<file path="config.mk">
export PLATFORM = sky130hd
export DESIGN_NAME = constant_divisor_magic_number
export DESIGN_NICKNAME = d
export VERILOG_FILES = /design/src/rtl/core/cdmn_pkg.sv /design/src/rtl/core/cdmn_bitlen.sv /design/src/rtl/core/cdmn_div.sv /design/src/rtl/core/cdmn_halve.sv /design/src/rtl/core/constant_divisor_magic_number.sv
export SDC_FILE = /design/constraint.sdc
export NUM_CORES = 1
export LEC_CHECK = 0
export BUFFER_PORTS_ARGS = -buffer_cell sky130_fd_sc_hd__buf_2
export CORE_UTILIZATION = 57
export DETAILED_ROUTE_END_ITERATION = 16
export PLACE_DENSITY = 0.77
export SYNTH_ARGS = -nofsm -noshare
export SYNTH_HDL_FRONTEND = slang
export SYNTH_HIERARCHICAL = 1
export SYNTH_SLANG_ARGS = --single-unit
</file>
<file path="constraint.sdc">
create_clock -name clk_i -period 5.6 [get_ports clk_i]
set_clock_uncertainty 0.2 [all_clocks]
set_input_delay 0.56 -clock clk_i [delete_from_list [all_inputs] [get_ports clk_i]]
set_output_delay 0.56 -clock clk_i [all_outputs]
set_load 0.005 [all_outputs]
</file>
<file path="src/rtl/core/cdmn_pkg.sv">
// Shared types and constants for the constant divisor magic number block.
package cdmn_pkg;

  localparam int unsigned DataW     = 32;
  localparam int unsigned LogW      = 5;
  localparam int unsigned QuotW     = 33;
  localparam int unsigned CntW      = 6;
  localparam int unsigned InTdataW  = 32;
  localparam int unsigned OutTdataW = 48;
  localparam int unsigned PrecBits  = 31;

  typedef enum logic [1:0] {
    STRAT_IDENT  = 2'd0,
    STRAT_POW2   = 2'd1,
    STRAT_MULHI  = 2'd2,
    STRAT_MULACC = 2'd3
  } strat_e;

  localparam logic STATUS_OK      = 1'b0;
  localparam logic STATUS_INVALID = 1'b1;

endpackage

</file>
<file path="src/rtl/core/cdmn_bitlen.sv">
// Bit-serial bit-length counter: shifts the value right one bit per cycle.
module cdmn_bitlen (
  input  logic                          clk_i,
  input  logic                          rst_ni,
  input  logic                          start_i,
  input  logic [cdmn_pkg::DataW-1:0]    val_i,
  output logic                          done_o,
  output logic [cdmn_pkg::LogW-1:0]     len_o
);

  logic                          busy_q, busy_d;
  logic [cdmn_pkg::DataW-1:0]    val_q;
  logic [cdmn_pkg::LogW-1:0]     len_q;

  assign done_o = busy_q && (val_q == '0);
  assign len_o  = len_q;

  always_comb begin
    busy_d = busy_q;
    if (start_i) begin
      busy_d = 1'b1;
    end else if (done_o) begin
      busy_d = 1'b0;
    end
  end

  always_ff @(posedge clk_i or negedge rst_ni) begin
    if (!rst_ni) begin
      busy_q <= 1'b0;
    end else begin
      busy_q <= busy_d;
    end
  end

  always_ff @(posedge clk_i) begin
    if (start_i) begin
      val_q <= val_i;
      len_q <= '0;
    end else if (busy_q && (val_q != '0)) begin
      val_q <= val_q >> 1;
      len_q <= len_q + cdmn_pkg::LogW'(1);
    end
  end

endmodule

</file>
<file path="src/rtl/core/cdmn_div.sv">
// Radix-2 restoring divider for 2^(31+l) by |d|, with the high quotient fixup.
module cdmn_div (
  input  logic                          clk_i,
  input  logic                          rst_ni,
  input  logic                          start_i,
  input  logic [cdmn_pkg::DataW-1:0]    mag_i,
  input  logic [cdmn_pkg::LogW-1:0]     log_i,
  output logic                          done_o,
  output logic [cdmn_pkg::QuotW-1:0]    q_low_o,
  output logic [cdmn_pkg::QuotW-1:0]    q_high_o
);

  typedef enum logic [3:0] {
    DV_IDLE = 4'b0001,
    DV_DIV  = 4'b0010,
    DV_PREP = 4'b0100,
    DV_FIX  = 4'b1000
  } dv_state_e;

  dv_state_e                       state_q, state_d;
  logic [cdmn_pkg::CntW-1:0]       cnt_q;
  logic [cdmn_pkg::LogW-1:0]       log_q;
  logic [cdmn_pkg::QuotW-1:0]      rem_q;
  logic [cdmn_pkg::QuotW-1:0]      q_lo_q;
  logic [cdmn_pkg::QuotW-1:0]      q_hi_q;
  logic [cdmn_pkg::QuotW-1:0]      mag_ext;
  logic [cdmn_pkg::QuotW-1:0]      trial;
  logic                            fits;
  logic                            fix_ge;

  assign mag_ext  = {1'b0, mag_i};
  assign trial    = {rem_q[cdmn_pkg::QuotW-2:0], 1'b0};
  assign fits     = trial >= mag_ext;
  assign fix_ge   = rem_q >= mag_ext;
  assign done_o   = (state_q == DV_FIX) && !fix_ge;
  assign q_low_o  = q_lo_q;
  assign q_high_o = q_hi_q;

  always_comb begin
    state_d = state_q;
    unique case (state_q)
      DV_IDLE: begin
        if (start_i) begin
          state_d = DV_DIV;
        end
      end
      DV_DIV: begin
        if (cnt_q == cdmn_pkg::CntW'(1)) begin
          state_d = DV_PREP;
        end
      end
      DV_PREP: begin
        state_d = DV_FIX;
      end
      DV_FIX: begin
        if (!fix_ge) begin
          state_d = DV_IDLE;
        end
      end
      default: begin
        state_d = DV_IDLE;
      end
    endcase
  end

  always_ff @(posedge clk_i or negedge rst_ni) begin
    if (!rst_ni) begin
      state_q <= DV_IDLE;
    end else begin
      state_q <= state_d;
    end
  end

  always_ff @(posedge clk_i) begin
    if ((state_q == DV_IDLE) && start_i) begin
      rem_q  <= cdmn_pkg::QuotW'(1);
      q_lo_q <= '0;
      log_q  <= log_i;
      cnt_q  <= cdmn_pkg::CntW'(cdmn_pkg::PrecBits) + {1'b0, log_i};
    end else if (state_q == DV_DIV) begin
      cnt_q  <= cnt_q - cdmn_pkg::CntW'(1);
      rem_q  <= fits ? (trial - mag_ext) : trial;
      q_lo_q <= {q_lo_q[cdmn_pkg::QuotW-2:0], fits};
    end else if (state_q == DV_PREP) begin
      rem_q  <= rem_q + (cdmn_pkg::QuotW'(1) << log_q);
      q_hi_q <= q_lo_q;
    end else if ((state_q == DV_FIX) && fix_ge) begin
      rem_q  <= rem_q - mag_ext;
      q_hi_q <= q_hi_q + cdmn_pkg::QuotW'(1);
    end
  end

endmodule

</file>
<file path="src/rtl/core/cdmn_halve.sv">
// Halving loop: drops one bit of both quotients per cycle while their halves still differ and the shift is above one.
module cdmn_halve (
  input  logic                          clk_i,
  input  logic                          rst_ni,
  input  logic                          start_i,
  input  logic [cdmn_pkg::QuotW-1:0]    m_low_i,
  input  logic [cdmn_pkg::QuotW-1:0]    m_high_i,
  input  logic [cdmn_pkg::LogW-1:0]     log_i,
  output logic                          done_o,
  output logic [cdmn_pkg::DataW-1:0]    magic_o,
  output logic [cdmn_pkg::LogW-1:0]     shift_o
);

  logic                          busy_q;
  logic                          done_q;
  logic [cdmn_pkg::QuotW-1:0]    lo_q;
  logic [cdmn_pkg::QuotW-1:0]    hi_q;
  logic [cdmn_pkg::LogW-1:0]     sh_q;
  logic                          step;

  assign step    = (lo_q[cdmn_pkg::QuotW-1:1] < hi_q[cdmn_pkg::QuotW-1:1])
                   && (sh_q > cdmn_pkg::LogW'(1));
  assign done_o  = done_q;
  assign magic_o = hi_q[cdmn_pkg::DataW-1:0];
  assign shift_o = sh_q;

  always_ff @(posedge clk_i or negedge rst_ni) begin
    if (!rst_ni) begin
      busy_q <= 1'b0;
      done_q <= 1'b0;
    end else begin
      done_q <= 1'b0;
      if (start_i) begin
        busy_q <= 1'b1;
      end else if (busy_q && !step) begin
        busy_q <= 1'b0;
        done_q <= 1'b1;
      end
    end
  end

  always_ff @(posedge clk_i) begin
    if (start_i) begin
      lo_q <= m_low_i;
      hi_q <= m_high_i;
      sh_q <= log_i;
    end else if (busy_q) begin
      sh_q <= sh_q - cdmn_pkg::LogW'(1);
      if (step) begin
        lo_q <= lo_q >> 1;
        hi_q <= hi_q >> 1;
      end
    end
  end

endmodule

</file>
<file path="src/rtl/core/constant_divisor_magic_number.sv">
// Top level: signed constant-divisor magic number generator.
// Usage:
//   The slave channel takes one signed 32-bit divisor per request. The
//   master channel returns one result per request: status, strategy class,
//   32-bit magic multiplier, post shift, ceiling log2 of |d| and negate flag.
//   Zero and the most negative value return status invalid, all else zero.
//   A unit magnitude returns the identity strategy with magic and shifts 0.
// Flow:
//   One request at a time. Invalid and unit divisors skip the core and go
//   straight to the result. Others pass through a bit-serial length count
//   of |d| - 1 (l = ceiling log2 of |d|, up to 31), one radix-2 divider
//   step per quotient bit for 31 + l quotient bits, a fixup of the upper
//   quotient, and a halving loop.
// Reset and stall:
//   Reset empties the core and the output register. A finished result waits
//   in the output register while the master side stalls; the next request is
//   taken and worked on meanwhile, and its result is held inside until the
//   output register frees up.
module constant_divisor_magic_number (
  input  logic                                clk_i,
  input  logic                                rst_ni,
  input  logic                                s_axis_tvalid,
  output logic                                s_axis_tready,
  // divisor[31:0]
  input  logic [cdmn_pkg::InTdataW-1:0]       s_axis_tdata,
  output logic                                m_axis_tvalid,
  input  logic                                m_axis_tready,
  // status[0], strategy[2:1], magic[34:3], post_shift[39:35],
  // log_ceil[44:40], negate[45], zero fill[47:46]
  output logic [cdmn_pkg::OutTdataW-1:0]      m_axis_tdata
);

  typedef enum logic [4:0] {
    ST_IDLE  = 5'b00001,
    ST_LEN   = 5'b00010,
    ST_DIV   = 5'b00100,
    ST_HALVE = 5'b01000,
    ST_DONE  = 5'b10000
  } state_e;

  state_e                          state_q, state_d;
  logic                            in_acc;
  logic                            out_load;
  logic [cdmn_pkg::DataW-1:0]      raw;
  logic                            raw_neg;
  logic                            raw_invalid;
  logic [cdmn_pkg::DataW-1:0]      mag_m1;
  logic                            unit_mag;

  logic [cdmn_pkg::DataW-1:0]      mag_q;
  logic                            neg_q;
  logic [cdmn_pkg::LogW-1:0]       l_q;

  logic                            res_status_q;
  cdmn_pkg::strat_e                res_strat_q;
  logic [cdmn_pkg::DataW-1:0]      res_magic_q;
  logic [cdmn_pkg::LogW-1:0]       res_shift_q;
  logic [cdmn_pkg::LogW-1:0]       res_log_q;
  logic                            res_neg_q;

  logic                            out_valid_q;
  logic                            out_status_q;
  cdmn_pkg::strat_e                out_strat_q;
  logic [cdmn_pkg::DataW-1:0]      out_magic_q;
  logic [cdmn_pkg::LogW-1:0]       out_shift_q;
  logic [cdmn_pkg::LogW-1:0]       out_log_q;
  logic                            out_neg_q;

  logic                            bl_start;
  logic                            bl_done;
  logic [cdmn_pkg::LogW-1:0]       bl_len;
  logic                            dv_start;
  logic                            dv_done;
  logic [cdmn_pkg::QuotW-1:0]      dv_q_low;
  logic [cdmn_pkg::QuotW-1:0]      dv_q_high;
  logic                            hv_start;
  logic                            hv_done;
  logic [cdmn_pkg::DataW-1:0]      hv_magic;
  logic [cdmn_pkg::LogW-1:0]       hv_shift;
  cdmn_pkg::strat_e                hv_strat;

  assign s_axis_tready = (state_q == ST_IDLE);
  assign in_acc        = s_axis_tvalid && s_axis_tready;
  assign out_load      = (state_q == ST_DONE) && (!out_valid_q || m_axis_tready);

  assign raw         = s_axis_tdata[cdmn_pkg::DataW-1:0];
  assign raw_neg     = raw[cdmn_pkg::DataW-1];
  assign raw_invalid = (raw == '0) || (raw == {1'b1, {(cdmn_pkg::DataW-1){1'b0}}});
  assign mag_m1      = raw_neg ? ~raw : (raw - cdmn_pkg::DataW'(1));
  assign unit_mag    = (mag_m1 == '0);

  assign bl_start = in_acc && !raw_invalid && !unit_mag;
  assign dv_start = (state_q == ST_LEN) && bl_done;
  assign hv_start = (state_q == ST_DIV) && dv_done;

  always_comb begin
    if (mag_q == (cdmn_pkg::DataW'(1) << l_q)) begin
      hv_strat = cdmn_pkg::STRAT_POW2;
    end else if (hv_magic[cdmn_pkg::DataW-1]) begin
      hv_strat = cdmn_pkg::STRAT_MULACC;
    end else begin
      hv_strat = cdmn_pkg::STRAT_MULHI;
    end
  end

  cdmn_bitlen u_bitlen (
    .clk_i   (clk_i),
    .rst_ni  (rst_ni),
    .start_i (bl_start),
    .val_i   (mag_m1),
    .done_o  (bl_done),
    .len_o   (bl_len)
  );

  cdmn_div u_div (
    .clk_i    (clk_i),
    .rst_ni   (rst_ni),
    .start_i  (dv_start),
    .mag_i    (mag_q),
    .log_i    (bl_len),
    .done_o   (dv_done),
    .q_low_o  (dv_q_low),
    .q_high_o (dv_q_high)
  );

  cdmn_halve u_halve (
    .clk_i    (clk_i),
    .rst_ni   (rst_ni),
    .start_i  (hv_start),
    .m_low_i  (dv_q_low),
    .m_high_i (dv_q_high),
    .log_i    (l_q),
    .done_o   (hv_done),
    .magic_o  (hv_magic),
    .shift_o  (hv_shift)
  );

  always_comb begin
    state_d = state_q;
    unique case (state_q)
      ST_IDLE: begin
        if (in_acc) begin
          state_d = (raw_invalid || unit_mag) ? ST_DONE : ST_LEN;
        end
      end
      ST_LEN: begin
        if (bl_done) begin
          state_d = ST_DIV;
        end
      end
      ST_DIV: begin
        if (dv_done) begin
          state_d = ST_HALVE;
        end
      end
      ST_HALVE: begin
        if (hv_done) begin
          state_d = ST_DONE;
        end
      end
      ST_DONE: begin
        if (out_load) begin
          state_d = ST_IDLE;
        end
      end
      default: begin
        state_d = ST_IDLE;
      end
    endcase
  end

  always_ff @(posedge clk_i or negedge rst_ni) begin
    if (!rst_ni) begin
      state_q     <= ST_IDLE;
      out_valid_q <= 1'b0;
    end else begin
      state_q <= state_d;
      if (out_load) begin
        out_valid_q <= 1'b1;
      end else if (m_axis_tready) begin
        out_valid_q <= 1'b0;
      end
    end
  end

  always_ff @(posedge clk_i) begin
    if (in_acc) begin
      mag_q       <= mag_m1 + cdmn_pkg::DataW'(1);
      neg_q       <= raw_neg;
    end
    if (in_acc && (raw_invalid || unit_mag)) begin
      res_status_q <= raw_invalid ? cdmn_pkg::STATUS_INVALID : cdmn_pkg::STATUS_OK;
      res_strat_q  <= cdmn_pkg::STRAT_IDENT;
      res_magic_q  <= '0;
      res_shift_q  <= '0;
      res_log_q    <= '0;
      res_neg_q    <= raw_neg && !raw_invalid;
    end
    if (dv_start) begin
      l_q <= bl_len;
    end
    if ((state_q == ST_HALVE) && hv_done) begin
      res_status_q <= cdmn_pkg::STATUS_OK;
      res_strat_q  <= hv_strat;
      res_magic_q  <= hv_magic;
      res_shift_q  <= hv_shift;
      res_log_q    <= l_q;
      res_neg_q    <= neg_q;
    end
    if (out_load) begin
      out_status_q <= res_status_q;
      out_strat_q  <= res_strat_q;
      out_magic_q  <= res_magic_q;
      out_shift_q  <= res_shift_q;
      out_log_q    <= res_log_q;
      out_neg_q    <= res_neg_q;
    end
  end

  assign m_axis_tvalid = out_valid_q;
  assign m_axis_tdata  = {2'b00, out_neg_q, out_log_q, out_shift_q, out_magic_q,
                          out_strat_q, out_status_q};

endmodule

</file>
## Word-level counts from Yosys, hierarchy flattened

Cells that the tools add are included.
W data, S select, Z words.

| operators by class | value |
|---|---|
| add/sub/neg operators | 10 |
| magnitude comparators | 4 |
| equality and inequality tests | 20 |
| shift operators | 2 |
| multiplexer cells | 50 |
| bitwise operators | 3 |
| reductions and logical operators | 42 |

Operators by type and width:

| operator | number |
|---|---|
| $mux W33 | 12 |
| $mux W32 | 5 |
| $logic_not A32 Y1 | 3 |
| $ge A33 B32 Y1 | 2 |
| $sub A33 B32 Y33 | 2 |
| $mux W5 | 11 |
| $add A33 B1 Y33 const B | 1 |
| $add A33 B33 Y33 | 1 |
| $shl A1 B5 Y33 const A | 1 |
| $add A32 B1 Y32 const B | 1 |
| $eq A32 B32 Y1 | 1 |
| $eq A32 B32 Y1 const B | 1 |
| $lt A32 B32 Y1 | 1 |
| $not A32 Y32 | 1 |
| $reduce_bool A32 Y1 | 1 |
| $shl A1 B5 Y32 const A | 1 |
| $sub A32 B1 Y32 const B | 1 |
| $pmux W5 S5 | 1 |
| $reduce_bool A2 Y1 | 9 |
| $logic_and A1 B1 Y1 | 16 |
| $pmux W4 S4 | 1 |
| $mux W1 | 12 |
| $mux W4 | 3 |
| $mux W6 | 2 |
| 25 further kinds | 41 |

| word-level totals | value |
|---|---|
| register bits after elaboration | 361 |
| bits of input ports | 36 |

## Depth between registers and ports, before layout

Gate-level depths: netlist of the first run.

| logic depth | value |
|---|---|
| depth after elaboration | 7 |
| gate-level depth with buffers | 18 |
| depth with buffers taken out | 15 |

## Hierarchy

The synthesis of the first run kept the hierarchy.

Modules (own cells, without submodules):

| module | times used | cells each | area each (sq um) | sequential area each (sq um) |
|---|---|---|---|---|
| cdmn_div | 1 | 1453 | 11001.8 | 2743.9 |
| constant_divisor_magic_number | 1 | 690 | 7613.6 | 4045.1 |
| cdmn_halve | 1 | 349 | 4023.9 | 2152.1 |
| cdmn_bitlen | 1 | 107 | 1670.4 | 1086.0 |

## Worst setup path after synthesis of the first run

No wires, ideal clock.

| timing | value |
|---|---|
| path type | register -> register |
| from | register mag_q[6] in the netlist's numbering |
| to | register u_halve/hi_q[0] in the netlist's numbering, enable pin |
| data arrival time | 4736 ps |
| data required time | 4971 ps |
| path slack | 235 ps |
| stages on the path, launching flop included | 17 |
| clock period less this slack | 5365 ps |
| cell sequence | edfxtp_1 > inv_1 > ha_1 > a211o_1 > a21oi_1 > nand3_1 > a31oi_1 > a21boi_2 > o31ai_2 > nor2b_1 > nor2_1 > nor3b_1 > nand3b_1 > nor4_1 > clkbuf_1 > clkbuf_1 > a31o_1 |

| between the ends | value |
|---|---|
| cells in the longest elaborated chain, start to end | 6 |

Ends and longest elaborated chain:

| what | line | text |
|---|---|---|
| from (decl) | constant_divisor_magic_number.sv:50 | `logic [cdmn_pkg::DataW-1:0] mag_q;` |
| from (signal assigned) | constant_divisor_magic_number.sv:188 | `mag_q <= mag_m1 + cdmn_pkg::DataW'(1);` |
| $ge A33 B32 Y1 (*) | cdmn_div.sv:34 | `assign fix_ge = rem_q >= mag_ext;` |
| $logic_not A1 Y1 (*) | cdmn_div.sv:35 | `assign done_o = (state_q == DV_FIX) && !fix_ge;` |
| $logic_and A1 B1 Y1 (*) | cdmn_div.sv:35 |  |
| named net dv_done | constant_divisor_magic_number.sv:73 | `logic dv_done;` |
| $logic_and A1 B1 Y1 (*) | constant_divisor_magic_number.sv:94 | `assign hv_start = (state_q == ST_DIV) && dv_done;` |
| named net hv_start | constant_divisor_magic_number.sv:76 | `logic hv_start;` |
| $reduce_bool A2 Y1 (no source line) | - |  |
| $reduce_and A2 Y1 (no source line) (*) | - |  |
| to (signal assigned) | cdmn_halve.sv:45 | `hi_q <= m_high_i;` |
| to (signal assigned) | cdmn_halve.sv:51 | `hi_q <= hi_q >> 1;` |
| to (decl) | cdmn_halve.sv:17 | `logic [cdmn_pkg::QuotW-1:0] hi_q;` |

Mark *: on every way through the listed nets, which the timed path passes. The rest lies on a longest branch.
A chain may end at the register's enable or synchronous reset.

## Final worst setup path of the first run

| timing | value |
|---|---|
| from | register mag_q[6] in the netlist's numbering |
| to | register u_halve/lo_q[26] in the netlist's numbering, data pin |

| between the ends | value |
|---|---|
| cells in the longest elaborated chain, start to end | 5 |

Ends and longest elaborated chain:

| what | line | text |
|---|---|---|
| $ge A33 B32 Y1 | cdmn_div.sv:34 |  |
| $logic_not A1 Y1 | cdmn_div.sv:35 |  |
| $logic_and A1 B1 Y1 | cdmn_div.sv:35 |  |
| named net dv_done | constant_divisor_magic_number.sv:73 |  |
| $logic_and A1 B1 Y1 | constant_divisor_magic_number.sv:94 |  |
| named net hv_start | constant_divisor_magic_number.sv:76 |  |
| $mux W33 | cdmn_halve.sv:43 | `if (start_i) begin` |
| to (signal assigned) | cdmn_halve.sv:44 | `lo_q <= m_low_i;` |
| to (signal assigned) | cdmn_halve.sv:50 | `lo_q <= lo_q >> 1;` |
| to (decl) | cdmn_halve.sv:16 | `logic [cdmn_pkg::QuotW-1:0] lo_q;` |

The timed path passes the listed nets, and every way through them passes these cells.

==> impl_metrics.tcl, run 1 <==
set metrics [dict create \
    grt_antenna_before_repair 0 \
    fin_crit_sh_pct 84.4 \
    synth.most_common_cell "nand2_1" \
    fillers 3482 \
    fin_area_um2 26200 \
    finalSetupTns_ns 0 \
    r2r-start "mag_q[6]" \
    grt_pass1_wl_um 106000 \
    drive_above_1_share_pct 11.4 \
    rows 75 \
    io_buffer_count 83 \
    cts_tree "yes" \
    core_area_um2 42000 \
    p_per_area_nw_per_um2 265 \
    cts-htree-levels 2 \
    drt-wirelength-per-cell_um 21.1 \
    syn_area_per_cell_um2 9.35 \
    clockBufferDepth 3 \
    drv_cap 0 \
    viasPerCell 6.36 \
    die_x_um 209 \
    grtUsageTotal_pct 30.7 \
    grt_max_degree 90 \
    fin_nets 2775 \
    slew_violations 0 \
    area_growth_syn_to_layout_pct 7.86 \
    min_path_type "in -> reg" \
    power.total_mw 6.94 \
    root_buffer "clkbuf_16" \
    start_kind "flop" \
    hold_depth 1 \
    ys.warnings.count 6 \
    finalCriticalPeriod_ns 4.73 \
    initialDrtViolationCount 1842 \
    critPathMaxFanout 35 \
    leakage_nw 9.61 \
    arrival_ns 4.83 \
    synthArstFlopShare_pct 3.61 \
    vdd_drop_max_mv 0.275 \
    firstDrtPassIters 8 \
    hold_slack_ns 0.0898 \
    postCtsSetupBuffers 0 \
    synth_commonest_cells "nand2_1 (309), edfxtp_1 (275), a21oi_1 (196), nor2_1 (186), o21ai_0 (153)" \
    overflow 0 \
    ys_top_cells_by_area "edfxtp_1 (34%), ha_1 (7.1%), dfxtp_1 (5.9%)" \
    routed_wl_um 66900 \
    fmax_mhz 212 \
    start_util_pct 57.8 \
    clk_latency_ns 0.58 \
    grt_pass1_vias 19400 \
    path_class "reg -> reg" \
    worstMarginPinSlew_ns 1.09 \
    num_io_pins 86 \
    die_area_um2 43500 \
    drc 0 \
    syn_inst 2599 \
    postPlaceCellArea_um2 24900 \
    vias 20100 \
    synth_seq_area_share_pct 41.2 \
    synth_cell_type_count 111 \
    cts_resized 0 \
    rr_endpoint "u_halve/lo_q[26]" \
    cts_made_buffers 39 \
    antenna_left 0 \
    min_from "s_axis_tdata[0]" \
    yosys.area.top_type "edfxtp_1" \
    status "finished clean" \
    synth_top_area_share_pct 34.0 \
    synth_edf_count 275 \
    r2r_cells 15 \
    dp.cells 3096 \
    hold-path-endpoint "mag_q[0]" \
    cp.required_ns 5.71 \
    ys.flop_type "edfxtp_1" \
    place_congestion 1.06 \
    synth_seq_cells 360 \
    setup_viol 0 \
    reg2reg_slack_ns 0.87 \
    clk_pin_slew_ns 0.06 \
    finalNonFillerCells 3169 \
    antenna_cells 0 \
    syn_area_um2 24300 \
    hold_viol 0 \
    cp-end-kind "flop" \
    hpwl_um 50100 \
    rsz0062_at_grt "no" \
    slew_headroom_pct 27.7 \
    die_height_um 209 \
    cts_sinks 360 \
]
-- flip-flops by register name, indices dropped and copies added, names as in the netlist, 6 cells and up --
signal,count
u_bitlen/val_q,32
u_div/q_high_o,33
u_div/cnt_q,6
mag_q,32
res_magic_q,32
out_magic_q,32
u_halve/lo_q,32
u_div/rem_q,33
u_div/q_low_o,33
u_halve/hi_q,33
-- repair_timing --
action	in CTS	in global routing
hold buffers	1	0
endpoints found under the setup margin	0	0
endpoints found under the hold margin	11	0
-- area by class of cell --
| class | count | area [um2] | share of cell area, % |
|---|---|---|---|
| clock buffer | 54 | 1130 | 4.33 |
| clock inverter | 18 | 164 | 0.625 |
| inverter | 110 | 413 | 1.57 |
| multi-input combinational | 1973 | 13100 | 50.1 |
| sequential | 360 | 10000 | 38.2 |
| tap | 539 | 674 | 2.57 |
| timing repair buffer | 115 | 683 | 2.61 |
-- placed cells by master (no fill, tap or decap), drive strengths merged, types with 65 or more instances in the layout --
cell / synthesis / layout
xor2: 71 / 71
mux2: 65 / 65
edfxtp: 275 / 275
ha: 137 / 137
dfxtp: 72 / 72
xnor2: 116 / 116
a21oi: 199 / 199
nor2: 186 / 186
nand3: 71 / 71
nand2: 309 / 309
buf: 73 / 114
o21ai: 154 / 154
inv: 109 / 110
-- through the flow --
step	utilization, %	worst slack, ns
detailed placement	59.3	0.861
CTS	62.4	0.932
global route	62.4	0.655
floorplan	-	0.235
finish	62.4	0.875
global placement	59.3	1.03
-- critical path: stages, from the launching register on --
cell and delay, ns:
edfxtp_1 0.44, inv_1 0.10, ha_1 0.39, a211o_1 0.33
a21oi_1 0.25, nand3_1 0.12, a31oi_1 0.31, a21boi_2 0.30
o31ai_2 0.17, nor2b_1 0.14, nor2_1 0.05, nor3b_1 0.31
nand3b_1 0.16, nor4_2 0.38, buf_4 0.41, mux2_2 0.39
-- cell families after synthesis --
logic type      Yosys count  synth area share (%)
simple gates            919                  19.1
compound gates          646                  17.0
flops                   360                  41.2
buf+inv                 267                  4.93
xor+xnor                187                  6.83
fa+ha+maj               140                  7.30
mux                      79                  3.59
other cells               1                0.0154
-- per-layer routing --
metal	global-route usage [%]	wire [um]
met5	0	0
met4	13.9	2790
met3	4.69	4420
met2	50.2	31300
met1	40.3	28400
-- how the worst max path moves through the flow --
stage,start,end,slack (ns)
3_5_place_dp,s_axis_tdata[1],u_bitlen/val_q[31],0.86
6_report,mag_q[6],u_halve/lo_q[26],0.87
3_3_place_gp,mag_q[6],u_halve/lo_q[26],1.03
2_1_floorplan,mag_q[6],u_halve/hi_q[0],0.24
4_1_cts,mag_q[6],u_halve/lo_q[26],0.93
5_1_grt,mag_q[6],u_halve/lo_q[27],0.66
-- where the power goes --
part           internal [mW]  leakage [nW]  switching (mW)
Combinational          0.437          6.21           0.636
Sequential              3.11          2.77           0.196
Clock                   1.48         0.634            1.09
Note: power is estimated with default switching activity, not from simulation.
==> run 2: changes to the inputs <==
Settings changed: CORE_UTILIZATION 57 to 60, PLACE_DENSITY 0.77 to 0.78.
Clock period 5.6 ns to 4.8 ns, I/O delays scaled along.
==> run 2 against run 1 <==
Against the previous run: hold slack lost 0.053 ns; largest power group unchanged; core utilization up 4.3 points; highest routed layer is now met5; sequential share of layout area is 0.49 points lower; worst setup slack got worse by 0.62 ns; sequential power is 16% higher; combinational power rose by 22%; die area fell by 5.0%.
==> impl_metrics.tcl, run 2 (synthesized netlist as in run 1, its figures left out) <==
set metrics [dict create \
    status "finished clean" \
    worstMarginPinSlew_ns 1.02 \
    fmax_mhz 220 \
    p_per_area_nw_per_um2 305 \
    setup_viol 0 \
    grt_pass1_vias 20300 \
    hold_viol 0 \
    route.met2.wl_um 33100 \
    cpMostUsedCell "buf_4" \
    r2r-start "u_div/log_q[1]" \
    leakage_nw 9.82 \
    cts_tree "yes" \
    cts_made_buffers 40 \
    path_class "reg -> reg" \
    crit_path_start "u_div/log_q[1]" \
    num_io_pins 86 \
    fin_nets 2821 \
    clk_latency_ns 0.58 \
    die_area_um2 41300 \
    die_x_um 203 \
    clockBufferDepth 3 \
    slew_headroom_pct 32.0 \
    antenna_left 0 \
    io_buffer_count 83 \
    root_buffer "clkbuf_16" \
    clk_pin_slew_ns 0.06 \
    place_congestion 1.01 \
    power.total_mw 8.09 \
    hpwl_um 52800 \
    grt_antenna_before_repair 1 \
    start_kind "flop" \
    postCtsSetupBuffers 0 \
    critPathMaxFanout 5 \
    grtUsageTotal_pct 34.7 \
    rows 73 \
    arrival_ns 4.86 \
    vias 20800 \
    slew_violations 0 \
    routed_wl_um 71200 \
    layout_common_cells "nand2_1 (308), edfxtp_1 (275), a21oi_1 (195)" \
    drive_above_1_share_pct 12.7 \
    rsz0062_at_grt "no" \
    drc 0 \
    critical_path.max_stage_delay_ns 0.61 \
    min_from "m_axis_tready" \
    grt_max_degree 89 \
    layout_commonest_cell "nand2_1" \
    grt_pass1_wl_um 112000 \
    start_util_pct 61.0 \
    worst_path_dominant_cell_family "compound AO/OA/AOI/OAI gates" \
    area_growth_syn_to_layout_pct 9.27 \
    cp-end-kind "flop" \
    wl_met3_um 6520 \
    vdd_drop_max_mv 0.337 \
    highest-signal-layer "met5" \
    drt-met1-wl_um 28800 \
    initialDrtViolationCount 2217 \
    final_core_util_pct 66.7 \
    cts_sinks 360 \
    drt-wirelength-per-cell_um 22.2 \
    fin_crit_sh_pct 94.7 \
    die_height_um 203 \
    overflow 0 \
    crit_chain "or3b_2 -> buf_4 -> nor2_1 -> ha_1 -> o211a_1 -> a2111oi_0 -> buf_4 -> or4_1 -> a2111oi_1 -> buf_4 -> or2_1 -> a21oi_2 -> o21a_1 -> o22ai_1 -> o21ai_0 -> a2bb2oi_1" \
    finalCriticalPeriod_ns 4.54 \
    viasPerCell 6.50 \
    antenna_cells 0 \
    core_area_um2 39800 \
    finalSetupTns_ns 0 \
    cts-htree-levels 2 \
    firstDrtPassIters 5 \
    cp_num_buf_inv 3 \
    critPathSlowestCell "or4_1" \
    min_path_type "in -> reg" \
    drv_cap 0 \
    cp.required_ns 5.11 \
]
run 2: cell count changes in the layout (fill, tap and decap cells not counted), sizes merged:
cell,previous run,this run
bufinv,1,2
clkbuf,54,50
dlygate4sd3,1,2
inv,110,113
buf,114,158
clkinv,15,16
run 2: per-stage QoR:
stage | std cells | setup WS (ns) | area (um2) | hold WS [ns]
3_3_place_gp | 3126 | 0.328 | 25300 | 0.200
3_5_place_dp | 3126 | 0.262 | 25300 | 0.205
5_1_grt | 3201 | 0.0832 | 26600 | 0.0723
4_1_cts | 3201 | 0.233 | 26600 | 0.0107
2_1_floorplan | 2600 | 0.0496 | 24300 | -0.0156
6_report | 3201 | 0.256 | 26600 | 0.0365
run 2: cell type report:
| type | instances | area, um2 |
|---|---|---|
| clock buffer | 50 | 1040 |
| multi-input combinational | 1973 | 13100 |
| clock inverter | 23 | 203 |
| tap | 525 | 657 |
| inverter | 110 | 413 |
| sequential | 360 | 10000 |
| timing repair buffer | 160 | 1100 |
| fill | 3106 | 13300 |
run 2: power breakdown:
group	total (mW)	switching [mW]	leakage, nW	internal (mW)
clock network	2.95	1.28	0.602	1.66
registers	3.83	0.210	2.77	3.62
logic	1.31	0.783	6.45	0.528
run 2: final timing paths:
path | end | slack (ns) | cells past startpoint
setup / recovery | u_div/rem_q[32] | 0.26 | 16
hold / removal | m_axis_tvalid | 0.04 | 3
setup reg to reg | u_div/rem_q[32] | 0.26 | 16
hold reg to reg | out_magic_q[14] | 0.22 | 0
max in group asynchronous | state_q[0] | 3.90 | 2
min in group asynchronous | u_div/state_q[2] | 0.17 | 2
run 2: worst register-to-register path, delay by kind of cell, from the launching register on:
family | cells | cell delay [ns]
AOI/OAI and AO/OA | 8 | 1.62
and+or+nand+nor | 4 | 1.48
DFF | 1 | 0.44
buffers and inverters | 3 | 0.49
adders and majority gates | 1 | 0.25
run 2: per-layer routing:
metal  global-route usage [%]  up-vias
met5                        0        -
met2                     56.4     1047
met4                     13.8        2
met1                     46.2     9971
li1                         -     9591
met3                     6.01      181
run 2: what timing repair did:
| item | CTS | global route |
|---|---|---|
| hold endpoints to repair | 14 | 0 |
| resized for setup | 0 | 1 |
| hold buffers | 2 | 0 |
| endpoints found under the setup margin | 0 | 1 |
